[config.mk]
export PLATFORM = sky130hd
export DESIGN_NAME = hid_keyboard_report_to_key_events_core_flat
export DESIGN_NICKNAME = d
export VERILOG_FILES = /design/src/hw/rtl/hidkbd_pkg.sv /design/src/hw/rtl/hidkbd_if.sv /design/src/hw/rtl/hidkbd_ctrl.sv /design/src/hw/rtl/hidkbd_dp.sv /design/src/hw/rtl/hid_keyboard_report_to_key_events_core.sv /design/src/flat_wrapper.sv
export SDC_FILE = /design/constraint.sdc
export NUM_CORES = 1
export LEC_CHECK = 0
export ABC_CLOCK_PERIOD_IN_PS = 3900
export BUFFER_PORTS_ARGS = -buffer_cell sky130_fd_sc_hd__buf_2
export CAP_MARGIN = 20
export CORE_UTILIZATION = 55
export DETAILED_ROUTE_END_ITERATION = 8
export PLACE_DENSITY = 0.88
export SLEW_MARGIN = 15
export SYNTH_ARGS = -nofsm -noshare
export SYNTH_HDL_FRONTEND = slang
export SYNTH_SLANG_ARGS = --single-unit
[constraint.sdc]
create_clock -name clk -period 3.9 [get_ports clk]
set_clock_uncertainty 0.15 [all_clocks]
set_input_delay 0 -clock clk [delete_from_list [all_inputs] [get_ports clk]]
set_output_delay 0 -clock clk [all_outputs]
set_load 0.005 [all_outputs]
[src/hw/rtl/hidkbd_pkg.sv]
// ----------------------------------------------------------------------------
// hidkbd_pkg
// Shared types, constants and helpers for the keyboard report to key event
// block.
// ----------------------------------------------------------------------------
package hidkbd_pkg;

  localparam int KEY_TABLE_SIZE  = 83;
  localparam int KEYS_PER_REPORT = 6;

  localparam int SLOT_FIELDS   = 6;
  localparam int SLOT_COUNT    = (KEYS_PER_REPORT < SLOT_FIELDS) ? KEYS_PER_REPORT
                                                                  : SLOT_FIELDS;
  localparam int CODE_W        = 8;
  localparam int KEY_CODE_W    = 7;
  localparam int MOD_BITS      = 8;
  localparam int SLOT_IDX_W    = 3;
  localparam int KEY_W         = $clog2(KEY_TABLE_SIZE);
  localparam int IDX_W         = KEY_W;
  localparam int FIRST_TRACKED = 4;
  localparam int EXCLUDED_CODE = 49;

  localparam logic [CODE_W-1:0] KEY_REPORT = 8'd2;

  // which datapath phase is active
  typedef enum logic [1:0] {
    PH_MOD  = 2'd0,
    PH_SLOT = 2'd1,
    PH_SCAN = 2'd2
  } phase_t;

  typedef enum logic [1:0] {
    IDX_HOLD = 2'd0,
    IDX_INC  = 2'd1,
    IDX_CLR  = 2'd2,
    IDX_SCAN = 2'd3
  } idx_op_t;

  typedef struct packed {
    logic    capture;
    logic    run;
    logic    flush;
    phase_t  phase;
    idx_op_t idx_op;
  } dp_cmd_t;

  typedef struct packed {
    logic can_step;
    logic mod_end;
    logic slot_end;
    logic scan_end;
  } dp_sts_t;

  typedef struct packed {
    logic                  is_modifier;
    logic [KEY_CODE_W-1:0] key_code;
    logic                  is_press;
    logic                  last;
  } evt_t;

  function automatic logic code_tracked(input logic [CODE_W-1:0] c);
    return (int'(c) >= FIRST_TRACKED) && (int'(c) < KEY_TABLE_SIZE) &&
           (int'(c) != EXCLUDED_CODE);
  endfunction

  function automatic logic [KEY_TABLE_SIZE-1:0] tracked_mask();
    logic [KEY_TABLE_SIZE-1:0] m;
    m = '0;
    for (int i = 0; i < KEY_TABLE_SIZE; i++) begin
      m[i] = code_tracked(CODE_W'(i));
    end
    return m;
  endfunction

  localparam logic [KEY_TABLE_SIZE-1:0] TRACKED_MASK = tracked_mask();

endpackage

[src/hw/rtl/hidkbd_if.sv]
// ----------------------------------------------------------------------------
// hidkbd interfaces
// Valid/ready channels for keyboard reports and key events.
// ----------------------------------------------------------------------------
interface hidkbd_rpt_if
  import hidkbd_pkg::*;
();
  logic              valid;
  logic              ready;
  logic [CODE_W-1:0] report_type;
  logic [CODE_W-1:0] modifier_bits;
  logic [CODE_W-1:0] key_slot_0;
  logic [CODE_W-1:0] key_slot_1;
  logic [CODE_W-1:0] key_slot_2;
  logic [CODE_W-1:0] key_slot_3;
  logic [CODE_W-1:0] key_slot_4;
  logic [CODE_W-1:0] key_slot_5;

  modport source (output valid, report_type, modifier_bits, key_slot_0, key_slot_1,
                  key_slot_2, key_slot_3, key_slot_4, key_slot_5, input ready);
  modport sink   (input valid, report_type, modifier_bits, key_slot_0, key_slot_1,
                  key_slot_2, key_slot_3, key_slot_4, key_slot_5, output ready);
endinterface

interface hidkbd_evt_if
  import hidkbd_pkg::*;
();
  logic                  valid;
  logic                  ready;
  logic                  is_modifier;
  logic [KEY_CODE_W-1:0] key_code;
  logic                  is_press;
  logic                  last;

  modport source (output valid, is_modifier, key_code, is_press, last, input ready);
  modport sink   (input valid, is_modifier, key_code, is_press, last, output ready);
endinterface

[src/hw/rtl/hidkbd_ctrl.sv]
// ----------------------------------------------------------------------------
// hidkbd_ctrl
// Sequencer: modifier pass, slot pass, held-map scan, then flush of the
// final event.
// ----------------------------------------------------------------------------
module hidkbd_ctrl
  import hidkbd_pkg::*;
(
  input  logic              clk,
  input  logic              rst_n,
  input  logic              in_valid,
  input  logic [CODE_W-1:0] in_report_type,
  output logic              in_ready,
  input  dp_sts_t           sts,
  output dp_cmd_t           cmd
);

  typedef enum logic [4:0] {
    ST_IDLE  = 5'b00001,
    ST_MOD   = 5'b00010,
    ST_SLOT  = 5'b00100,
    ST_SCAN  = 5'b01000,
    ST_FLUSH = 5'b10000
  } state_t;

  state_t state_r, state_nxt;

  assign in_ready = (state_r == ST_IDLE);

  always_comb begin
    state_nxt = state_r;
    cmd       = '0;
    cmd.phase = PH_MOD;
    cmd.idx_op = IDX_HOLD;
    case (state_r)
      ST_IDLE: begin
        if (in_valid && (in_report_type == KEY_REPORT)) begin
          cmd.capture = 1'b1;
          cmd.idx_op  = IDX_CLR;
          state_nxt   = ST_MOD;
        end
      end
      ST_MOD: begin
        cmd.phase = PH_MOD;
        if (sts.can_step) begin
          cmd.run    = 1'b1;
          cmd.idx_op = sts.mod_end ? IDX_CLR : IDX_INC;
          if (sts.mod_end) state_nxt = ST_SLOT;
        end
      end
      ST_SLOT: begin
        cmd.phase = PH_SLOT;
        if (sts.can_step) begin
          cmd.run    = 1'b1;
          cmd.idx_op = sts.slot_end ? IDX_SCAN : IDX_INC;
          if (sts.slot_end) state_nxt = ST_SCAN;
        end
      end
      ST_SCAN: begin
        cmd.phase = PH_SCAN;
        if (sts.can_step) begin
          cmd.run    = 1'b1;
          cmd.idx_op = sts.scan_end ? IDX_HOLD : IDX_INC;
          if (sts.scan_end) state_nxt = ST_FLUSH;
        end
      end
      ST_FLUSH: begin
        cmd.phase = PH_SCAN;
        if (sts.can_step) begin
          cmd.flush = 1'b1;
          state_nxt = ST_IDLE;
        end
      end
      default: state_nxt = ST_IDLE;
    endcase
  end

  always_ff @(posedge clk) begin
    if (!rst_n) begin
      state_r <= ST_IDLE;
    end else begin
      state_r <= state_nxt;
    end
  end

`ifndef SYNTH
  a_flush_to_idle: assert property (@(posedge clk) disable iff (!rst_n)
    (state_r == ST_FLUSH) && sts.can_step |=> (state_r == ST_IDLE))
    else $error("flush did not return to idle");

  a_no_step_when_blocked: assert property (@(posedge clk) disable iff (!rst_n)
    !sts.can_step |-> !cmd.run && !cmd.flush)
    else $error("step issued while output register is blocked");
`endif

endmodule

[src/hw/rtl/hidkbd_dp.sv]
// ----------------------------------------------------------------------------
// hidkbd_dp
// Datapath: captured report, held state, index counter, one-word lookahead
// for the last flag, and the output register.
// ----------------------------------------------------------------------------
module hidkbd_dp
  import hidkbd_pkg::*;
(
  input  logic              clk,
  input  logic              rst_n,
  input  dp_cmd_t           cmd,
  output dp_sts_t           sts,
  input  logic [CODE_W-1:0] in_modifier_bits,
  input  logic [CODE_W-1:0] in_key_slot_0,
  input  logic [CODE_W-1:0] in_key_slot_1,
  input  logic [CODE_W-1:0] in_key_slot_2,
  input  logic [CODE_W-1:0] in_key_slot_3,
  input  logic [CODE_W-1:0] in_key_slot_4,
  input  logic [CODE_W-1:0] in_key_slot_5,
  output logic              out_valid,
  input  logic              out_ready,
  output evt_t              out_evt
);

  logic [CODE_W-1:0]         mods_r;
  logic [CODE_W-1:0]         slots_r [SLOT_FIELDS];
  logic [MOD_BITS-1:0]       held_mod_r, held_mod_nxt;
  logic [KEY_TABLE_SIZE-1:0] held_r, held_nxt;
  logic [IDX_W-1:0]          idx_r;
  evt_t                      pend_evt_r, out_evt_r, new_evt;
  logic                      pend_valid_r, out_valid_r;
  logic                      gen;
  logic [SLOT_IDX_W-1:0]     si;
  logic [CODE_W-1:0]         slot_code;
  logic                      slot_trk, slot_held, present;

  assign si        = idx_r[SLOT_IDX_W-1:0];
  assign slot_code = (int'(si) < SLOT_FIELDS) ? slots_r[si] : '0;
  assign slot_trk  = code_tracked(slot_code);
  assign slot_held = slot_trk ? held_r[slot_code[KEY_W-1:0]] : 1'b0;

  always_comb begin
    present = 1'b0;
    for (int j = 0; j < SLOT_COUNT; j++) begin
      if (slots_r[j] == CODE_W'(idx_r)) present = 1'b1;
    end
  end

  always_comb begin
    gen          = 1'b0;
    new_evt      = '0;
    held_nxt     = held_r;
    held_mod_nxt = held_mod_r;
    case (cmd.phase)
      PH_MOD: begin
        gen                  = mods_r[si] ^ held_mod_r[si];
        new_evt.is_modifier  = 1'b1;
        new_evt.key_code     = KEY_CODE_W'(si);
        new_evt.is_press     = mods_r[si];
        held_mod_nxt[si]     = mods_r[si];
      end
      PH_SLOT: begin
        gen              = slot_trk && !slot_held;
        new_evt.key_code = slot_code[KEY_CODE_W-1:0];
        new_evt.is_press = 1'b1;
        if (slot_trk) held_nxt[slot_code[KEY_W-1:0]] = 1'b1;
      end
      PH_SCAN: begin
        gen              = held_r[idx_r] && !present;
        new_evt.key_code = KEY_CODE_W'(idx_r);
        if (gen) held_nxt[idx_r] = 1'b0;
      end
      default: gen = 1'b0;
    endcase
  end

  assign sts.can_step = !out_valid_r || out_ready;
  assign sts.mod_end  = (idx_r == IDX_W'(MOD_BITS - 1));
  assign sts.slot_end = (idx_r == IDX_W'(SLOT_COUNT - 1));
  assign sts.scan_end = (idx_r == IDX_W'(KEY_TABLE_SIZE - 1));

  // capture
  always_ff @(posedge clk) begin
    if (cmd.capture) begin
      mods_r     <= in_modifier_bits;
      slots_r[0] <= in_key_slot_0;
      slots_r[1] <= in_key_slot_1;
      slots_r[2] <= in_key_slot_2;
      slots_r[3] <= in_key_slot_3;
      slots_r[4] <= in_key_slot_4;
      slots_r[5] <= in_key_slot_5;
    end
  end

  always_ff @(posedge clk) begin
    case (cmd.idx_op)
      IDX_INC:  idx_r <= idx_r + 1'b1;
      IDX_CLR:  idx_r <= '0;
      IDX_SCAN: idx_r <= IDX_W'(FIRST_TRACKED);
      default:  idx_r <= idx_r;
    endcase
  end

  always_ff @(posedge clk) begin
    if (!rst_n) begin
      held_r     <= '0;
      held_mod_r <= '0;
    end else if (cmd.run) begin
      held_r     <= held_nxt;
      held_mod_r <= held_mod_nxt;
    end
  end

  // one word held back so the final event can carry last
  always_ff @(posedge clk) begin
    if (!rst_n) begin
      pend_valid_r <= 1'b0;
      out_valid_r  <= 1'b0;
    end else begin
      if (cmd.run && gen) begin
        pend_evt_r   <= new_evt;
        pend_valid_r <= 1'b1;
        out_valid_r  <= pend_valid_r || (out_valid_r && !out_ready);
        if (pend_valid_r) out_evt_r <= pend_evt_r;
      end else if (cmd.flush && pend_valid_r) begin
        out_evt_r    <= '{is_modifier: pend_evt_r.is_modifier,
                          key_code:    pend_evt_r.key_code,
                          is_press:    pend_evt_r.is_press,
                          last:        1'b1};
        out_valid_r  <= 1'b1;
        pend_valid_r <= 1'b0;
      end else if (out_ready) begin
        out_valid_r <= 1'b0;
      end
    end
  end

  assign out_valid = out_valid_r;
  assign out_evt   = out_evt_r;

`ifndef SYNTH
  a_untracked_never_held: assert property (@(posedge clk) disable iff (!rst_n)
    (held_r & ~TRACKED_MASK) == '0)
    else $error("untracked code marked held");

  a_flush_emits_last: assert property (@(posedge clk) disable iff (!rst_n)
    cmd.flush && pend_valid_r |=> out_valid_r && out_evt_r.last && !pend_valid_r)
    else $error("flush did not deliver last word");

  a_last_only_on_flush: assert property (@(posedge clk) disable iff (!rst_n)
    cmd.run && gen && pend_valid_r |=> out_valid_r && !out_evt_r.last)
    else $error("non-final word flagged last");
`endif

endmodule

[src/hw/rtl/hid_keyboard_report_to_key_events_core.sv]
// ----------------------------------------------------------------------------
// hid_keyboard_report_to_key_events_core
// Turns boot keyboard reports into modifier and key press/release events.
// ----------------------------------------------------------------------------
// Usage:
//   in_rpt  : one report word per handshake (type, modifier byte, six slots).
//   out_evt : one event word per handshake; last marks the final event of a
//             report. Reports of a type other than key report give no words.
//   A key report is taken when the sequencer is idle. It then steps over the
//   8 modifier bits, the SLOT_COUNT slots and held codes
//   FIRST_TRACKED..KEY_TABLE_SIZE-1, one entry per cycle while the output
//   register is not blocked, then flushes the final event. One word is held
//   back to learn whether it is the last: a word leaves when the next is found,
//   the final one at the flush.
//   A stalled receiver holds the output register and the sequencer waits
//   until the word is taken; nothing is dropped.
//   Reset (rst_n low, synchronous) clears held modifiers, the held-key map,
//   and all valid flags.
// ----------------------------------------------------------------------------
module hid_keyboard_report_to_key_events_core
  import hidkbd_pkg::*;
(
  input  logic         clk,
  input  logic         rst_n,
  hidkbd_rpt_if.sink   in_rpt,
  hidkbd_evt_if.source out_evt
);

  dp_cmd_t cmd;
  dp_sts_t sts;
  evt_t    evt;

  hidkbd_ctrl u_ctrl (
    .clk            (clk),
    .rst_n          (rst_n),
    .in_valid       (in_rpt.valid),
    .in_report_type (in_rpt.report_type),
    .in_ready       (in_rpt.ready),
    .sts            (sts),
    .cmd            (cmd)
  );

  hidkbd_dp u_dp (
    .clk              (clk),
    .rst_n            (rst_n),
    .cmd              (cmd),
    .sts              (sts),
    .in_modifier_bits (in_rpt.modifier_bits),
    .in_key_slot_0    (in_rpt.key_slot_0),
    .in_key_slot_1    (in_rpt.key_slot_1),
    .in_key_slot_2    (in_rpt.key_slot_2),
    .in_key_slot_3    (in_rpt.key_slot_3),
    .in_key_slot_4    (in_rpt.key_slot_4),
    .in_key_slot_5    (in_rpt.key_slot_5),
    .out_valid        (out_evt.valid),
    .out_ready        (out_evt.ready),
    .out_evt          (evt)
  );

  assign out_evt.is_modifier = evt.is_modifier;
  assign out_evt.key_code    = evt.key_code;
  assign out_evt.is_press    = evt.is_press;
  assign out_evt.last        = evt.last;

endmodule

[src/flat_wrapper.sv]
// flat-port wrapper written by rule: the top's interface ports become plain ports
module hid_keyboard_report_to_key_events_core_flat import hidkbd_pkg::*;
  (clk, rst_n, in_rpt_valid, in_rpt_report_type, in_rpt_modifier_bits, in_rpt_key_slot_0, in_rpt_key_slot_1, in_rpt_key_slot_2, in_rpt_key_slot_3, in_rpt_key_slot_4, in_rpt_key_slot_5, in_rpt_ready, out_evt_valid, out_evt_is_modifier, out_evt_key_code, out_evt_is_press, out_evt_last, out_evt_ready);
  hidkbd_rpt_if in_rpt_i ();
  hidkbd_evt_if out_evt_i ();
  input  logic clk;
  input  logic rst_n;
  input wire logic [$bits(in_rpt_i.valid)-1:0] in_rpt_valid;
  input wire logic [$bits(in_rpt_i.report_type)-1:0] in_rpt_report_type;
  input wire logic [$bits(in_rpt_i.modifier_bits)-1:0] in_rpt_modifier_bits;
  input wire logic [$bits(in_rpt_i.key_slot_0)-1:0] in_rpt_key_slot_0;
  input wire logic [$bits(in_rpt_i.key_slot_1)-1:0] in_rpt_key_slot_1;
  input wire logic [$bits(in_rpt_i.key_slot_2)-1:0] in_rpt_key_slot_2;
  input wire logic [$bits(in_rpt_i.key_slot_3)-1:0] in_rpt_key_slot_3;
  input wire logic [$bits(in_rpt_i.key_slot_4)-1:0] in_rpt_key_slot_4;
  input wire logic [$bits(in_rpt_i.key_slot_5)-1:0] in_rpt_key_slot_5;
  output wire logic [$bits(in_rpt_i.ready)-1:0] in_rpt_ready;
  output wire logic [$bits(out_evt_i.valid)-1:0] out_evt_valid;
  output wire logic [$bits(out_evt_i.is_modifier)-1:0] out_evt_is_modifier;
  output wire logic [$bits(out_evt_i.key_code)-1:0] out_evt_key_code;
  output wire logic [$bits(out_evt_i.is_press)-1:0] out_evt_is_press;
  output wire logic [$bits(out_evt_i.last)-1:0] out_evt_last;
  input wire logic [$bits(out_evt_i.ready)-1:0] out_evt_ready;
  assign in_rpt_i.valid = in_rpt_valid;
  assign in_rpt_i.report_type = in_rpt_report_type;
  assign in_rpt_i.modifier_bits = in_rpt_modifier_bits;
  assign in_rpt_i.key_slot_0 = in_rpt_key_slot_0;
  assign in_rpt_i.key_slot_1 = in_rpt_key_slot_1;
  assign in_rpt_i.key_slot_2 = in_rpt_key_slot_2;
  assign in_rpt_i.key_slot_3 = in_rpt_key_slot_3;
  assign in_rpt_i.key_slot_4 = in_rpt_key_slot_4;
  assign in_rpt_i.key_slot_5 = in_rpt_key_slot_5;
  assign in_rpt_ready = in_rpt_i.ready;
  assign out_evt_valid = out_evt_i.valid;
  assign out_evt_is_modifier = out_evt_i.is_modifier;
  assign out_evt_key_code = out_evt_i.key_code;
  assign out_evt_is_press = out_evt_i.is_press;
  assign out_evt_last = out_evt_i.last;
  assign out_evt_i.ready = out_evt_ready;
  hid_keyboard_report_to_key_events_core u_core (.clk(clk), .rst_n(rst_n), .in_rpt(in_rpt_i), .out_evt(out_evt_i));
endmodule
Word-level counts from Yosys, hierarchy flattened. Memory sizes are Yosys's and may differ from the RTL's. A register that Yosys moved wholly into a read port is not among the register bits. Index checks and enable logic that the tools add are counted.

Memories kept: 1. Output and inout port bits: 12. RAM bits: 48. Logic and storage cells: 155. Input port bits: 68. Flip-flop bits (word level): 132.

Add/subtract/negate cells: 1. Bitwise logic cells: 4. Mux-type cells: 65. $lt $le $gt $ge: 9. Eq/ne operators: 32. Reductions and logical operators: 29.

Memories: u_core.u_dp.slots_r (depth 6, width 8, rd ports 7, clocked after Yosys merged registers in 1, write ports 6, RTL line hidkbd_dp.sv:26) `logic [CODE_W-1:0] slots_r [SLOT_FIELDS];`.

Operator list (number): $mux 83 (2); $pmux 83 s2 (1); $and 83x83->83 (1); $not 83->83 (1); $or 83x83->83 (1); $eq 8x7->1 (6); $pmux 7 s3 (2); $mux 5 (8); $mux 10 (3); $mux 1 (29); $pmux 5 s5 (1); $lt 7x8->1 const B (2); $bmux 1 s7 (2); $demux 1 s7 (2); $eq 7x3->1 const B (2); $ge 7x1->1 const B (2); $ne 2x2->1 const B (6); $logic_and 1x1->1 (11); $mux 2 (5); $ne 2x1->1 const B (5); $bwmux 8 (1); $eq 8x2->1 const B (1); $ge 8x3->1 const B (1); $lt 8x7->1 const B (1); 33 further kinds (44).

Longest topological paths before layout. An unclocked memory read counts as a cell.

Depth in word-level cells: 14. Depth in mapped cells: 15. Depth with buffers taken out: 10.

Hierarchy. From an unflattened synthesis, not the netlist that was laid out.

Cell total of the unflattened synthesis: 1055. Area, all modules: 10341.2 µm².

By module, submodules not included: hidkbd_dp (cells an instance 995, times used 1, area an instance 9863.2 µm², seq. area each 4384.2 µm²); hidkbd_ctrl (cells an instance 60, times used 1, area an instance 478.0 µm², seq. area each 100.1 µm²).

Least setup slack after synthesis. OpenSTA, ideal clock, no wires.

Kind: reg2reg. Start point: register u_core.u_ctrl.state_r[2]. End point: register u_core.u_dp.mods_r[0] (enable). Arrival time: 3.726 ns. Stages on the path, launching flop included: 5. Data required time: 3.280 ns. Setup time: 0.470 ns. Path buffers: 0. Setup slack: -0.446 ns. Clock period less this slack: 4.346 ns. Path through: dfxtp_1 or3_1 nor3b_1 inv_1 nor2_1.

RTL lines: start, declared (RTL line hidkbd_ctrl.sv:26) `state_t state_r, state_nxt;`; start signal, assigned (RTL line hidkbd_ctrl.sv:82) `state_r <= state_nxt;`; end signal, assigned (RTL line hidkbd_dp.sv:85) `mods_r <= in_modifier_bits;`; end, declared (RTL line hidkbd_dp.sv:25) `logic [CODE_W-1:0] mods_r;`.

Worst setup path in the final report.
Start point: register u_core.u_dp.idx_r[2]. End point: register u_core.u_dp.out_evt_r, in the netlist u_core.u_dp.out_evt[4] (enable).

Cells in the longest elaborated chain, start to end: 13. Elaborated cells on any way between the ends: 38. Classes of those cells: 3 x order compare; 8 x eq/ne; 17 x mux; 1 x bitwise; 9 x reduce/logical.

Ends and longest elaborated chain: start, declared (RTL line hidkbd_dp.sv:29) `logic [IDX_W-1:0] idx_r;`; start signal, assigned (RTL line hidkbd_dp.sv:97) `IDX_INC: idx_r <= idx_r + 1'b1;`; start signal, assigned (RTL line hidkbd_dp.sv:99) `IDX_SCAN: idx_r <= IDX_W'(FIRST_TRACKED);`; start signal, assigned (RTL line hidkbd_dp.sv:100) `default: idx_r <= idx_r;`; branches (longest 9 deep; another with $lt 3x3->1); $pmux 1 s3 (*) (RTL line hidkbd_dp.sv:54) `case (cmd.phase)`; $logic_and 1x1->1 (*) (RTL line hidkbd_dp.sv:120) `if (cmd.run && gen) begin`; $ne 2x2->1 (no line) / $reduce_bool 2->1 (equally long branches); $reduce_and 3->1 (no line) (*); end signal, assigned (RTL line hidkbd_dp.sv:124) `if (pend_valid_r) out_evt_r <= pend_evt_r;`; end signal, assigned (RTL line hidkbd_dp.sv:126) `out_evt_r <= '{is_modifier: pend_evt_r.is_modifier,`; end, declared (RTL line hidkbd_dp.sv:30) `evt_t pend_evt_r, out_evt_r, new_evt;`.

Mark *: on every way between the ends. The select of a mux whose other input is x is not followed. A chain may end at the register's enable or synchronous reset.

==> impl_metrics.yaml <==
sta:
  fmax_mhz: 257
  rsz0062_at_grt: "yes"
  fin_setup_tns_ns: 0
  tightest_slew_ns: 0.848
  hold_violations: 0
  setup_viol: 0
  fin_ws_ns: 0.00650
  fin_crit_ns: 3.89
  finalMaxSlewViolations: 0
  relSlewSlack: 0.434
  fin_crit_sh: 0.998
routing:
  viasPerCell: 7.18
  vias: 10700
  drt_wl_total_microns: 44300
  dr.max_layer_used: "met4"
  drt-initial-drc-count: 1635
  wl_met1_microns: 15500
  wl_met2_microns: 19100
  wl_per_cell_microns: 29.6
  ant_nets: 0
  drt_first_pass_iters: 7
  wl_met3_microns: 6040
  drc: 0
floorplan:
  die_h_microns: 137
  die_x_microns: 137
  start_util: 0.570
  io_pins: 80
  dieArea_sq_mm: 0.0186
  rows: 48
  core_area_sq_mm: 0.0175
place:
  post-place-ws_ns: -0.0239
  dp_cells: 1394
  finalWeightedCongestion: 1.14
  dp_hpwl_microns: 29900
  portBuffers: 79
worst_setup_path:
  crit_path_end_kind: "register"
  path_cells: "buf_12, nor2b_4, buf_4, a22oi_1, o211ai_1, o311a_1, o21ai_0, buf_4, a2111oi_4, buf_4, buf_4, a221oi_2, a21boi_2, o211a_1, buf_12"
  crit_type: "reg -> reg"
  critPathArrivalTime_ns: 3.90
  slowest_stage: "edfxtp_1"
  path_buf_inv: 6
  cp-start-kind: "register"
  crit_path_max_incr_delay_ns: 0.52
  worstPathRequired_ns: 3.91
  crit_fanout: 12
  path_common_cell: "buf_4"
  cpLargestDelayFamily: "compound AO/OA/AOI/OAI gates"
synth:
  synth-edff-count: 82
  synth_most_common_cell: "dfxtp_1"
  synth_cell_types: 87
  syn_area_per_cell_sq_um: 9.77
  synth-seq-cells: 183
  yosysTopAreaCell: "edfxtp_1"
  synth_flop_cell: "dfxtp_1"
  synth_top_area_share: 0.247
  ys_top_cells_by_area: "edfxtp_1 25%, dfxtp_1 20%, o211ai_1 4.1%, o21ai_1 3.6%, nand2_1 3.1%"
  synth.net_count: 1090
  ys_warn_count: 0
  synthCells: 1019
  seq_area_frac_synth: 0.450
  async_reset_ff_frac: 0
  synth_commonest_cells: "101 x dfxtp_1, 83 x nand2_1, 82 x edfxtp_1"
  syn-cell-area_sq_mm: 0.00995
global_routing:
  antenna_found_initial: 0
  grt.total_usage: 0.490
  grt_max_degree: 76
  gr-total-overflow: 0
  grt_pass1_wl_microns: 65200
  grt_pass1_vias: 10400
hold_path:
  hold_class: "in -> reg"
clocking:
  cts.clk_slew.worst_paths_ns: 0.08
  clk_root_buffer_cell: "clkbuf_16"
  cts_buffer_depth: 2
  h-tree-depth: 4
  cts_made_buffers: 17
  cts.sinks: 183
  worstSkewPairLatency_ns: 0.45
  cts_tree: "built"
layout:
  drive_gt1_frac: 0.254
  area_growth_pct: 29.7
  nets: 1327
  diodes: 0
  instances_no_fill: 1494
pwr:
  power.density_mw_per_mm2: 387
  power_leakage_nw: 4.80
  ir_drop_uv: 519
  report.power.total_mw: 5.00
status:
  status: "finished, final reports clean"
flow_run:
  cap_violations: 0
==> stage by stage <==
step                cell area (sq um)  hold slack [ns]  utilization
floorplan                        9960          -0.0511            -
global placement                11500           0.0265        0.661
detailed placement              11500           0.0281        0.661
CTS                             12700          0.00848        0.727
global route                    12900           0.0529        0.739
finish                          12900           0.0343        0.739
==> timing repair <==
item / in CTS / in global routing
buffers inserted: 0 / 10
hold endpoints to repair: 57 / 0
endpoints found under the setup margin: 11 / 91
hold buffers: 58 / 0
gates resized for setup: 1 / 29
pin swaps: 0 / 12
==> worst paths after layout <==
check | from | endpoint | slack, ns | cells after the start
setup / recovery | u_core.u_dp.idx_r[2]$_DFFE_PN_ | u_core.u_dp.out_evt[4]$_DFFE_PP_ | 0.007 | 15
setup reg to reg | u_core.u_dp.idx_r[2]$_DFFE_PN_ | u_core.u_dp.out_evt[4]$_DFFE_PP_ | 0.007 | 15
hold reg to reg | u_core.u_dp.pend_evt_r[3]$_SDFFCE_PP0P_ | u_core.u_dp.out_evt[3]$_DFFE_PP_ | 0.27 | 0
hold / removal | rst_n | u_core.u_dp.held_mod_r[5]$_SDFFE_PN0P_ | 0.03 | 3
==> worst register-to-register path: cells and delay by family, from the launching register on <==
family	cells	cell delay, ns
DFF	1	0.52
buffers and inverters	6	0.90
and+or+nand+nor	1	0.17
AOI/OAI and AO/OA	8	1.87
==> registers in the layout, indices dropped and copies added, names as in the netlist, named ones only <==
name / flops
u_core.u_dp.pend_valid_r: 1
u_core.u_dp.slots_r: 48
u_core.u_dp.out_evt: 10
u_core.u_dp.held_r: 83
u_core.u_ctrl.state_r: 5
u_core.u_dp.idx_r: 7
u_core.u_dp.mods_r: 8
u_core.u_dp.pend_evt_r: 9
u_core.u_dp.held_mod_r: 8
u_core.u_dp.out_valid: 1
==> kinds of logic (layout without fill, tap and decap cells) <==
| logic type | count (synthesis) | count (layout) | share of synthesized area |
|---|---|---|---|
| AOI/OAI and AO/OA | 321 | 321 | 0.221 |
| adders and majority gates | 3 | 3 | 0.00377 |
| and+or+nand+nor | 314 | 314 | 0.163 |
| DFF | 183 | 183 | 0.450 |
| buffers and inverters | 88 | 338 | 0.0400 |
| muxes | 60 | 60 | 0.0776 |
| xor gates and xnor gates | 50 | 50 | 0.0440 |
==> cell usage in the layout (no fill, tap or decap), types with 13 or more instances in the layout <==
master / n
nand2_1: 82
o21ai_1: 73
dfxtp_1: 99
buf_12: 16
mux2i_1: 30
buf_2: 79
xor2_1: 26
nor3_1: 18
a21oi_1: 46
nand4_1: 13
dlygate4sd3_1: 58
a221oi_1: 19
edfxtp_1: 82
clkbuf_16: 17
o211ai_1: 54
inv_1: 18
buf_4: 131
xnor2_1: 24
o21ai_0: 24
nor2_1: 64
nand3_1: 43
==> area by class of cell <==
type | instances | area (sq um)
Clock buffer | 19 | 433
Clock inverter | 13 | 144
Fill cell | 1206 | 4570
Inverter | 20 | 75.1
Multi-Input combinational cell | 748 | 5180
Sequential cell | 183 | 4490
Tap cell | 225 | 282
Timing Repair Buffer | 286 | 2300
==> report_power, final <==
part	total, mW	internal, mW	switching (mW)
Combinational	1.15	0.462	0.689
Clock	1.78	0.954	0.829
Sequential	2.06	2.02	0.0418
==> layer usage <==
metal,vias up,GRT usage
met1,4958,0.608
met3,304,0.134
met5,-,0
met4,0,0.346
met2,1084,0.736
li1,4379,-
Power figures use the tool's default switching activity.
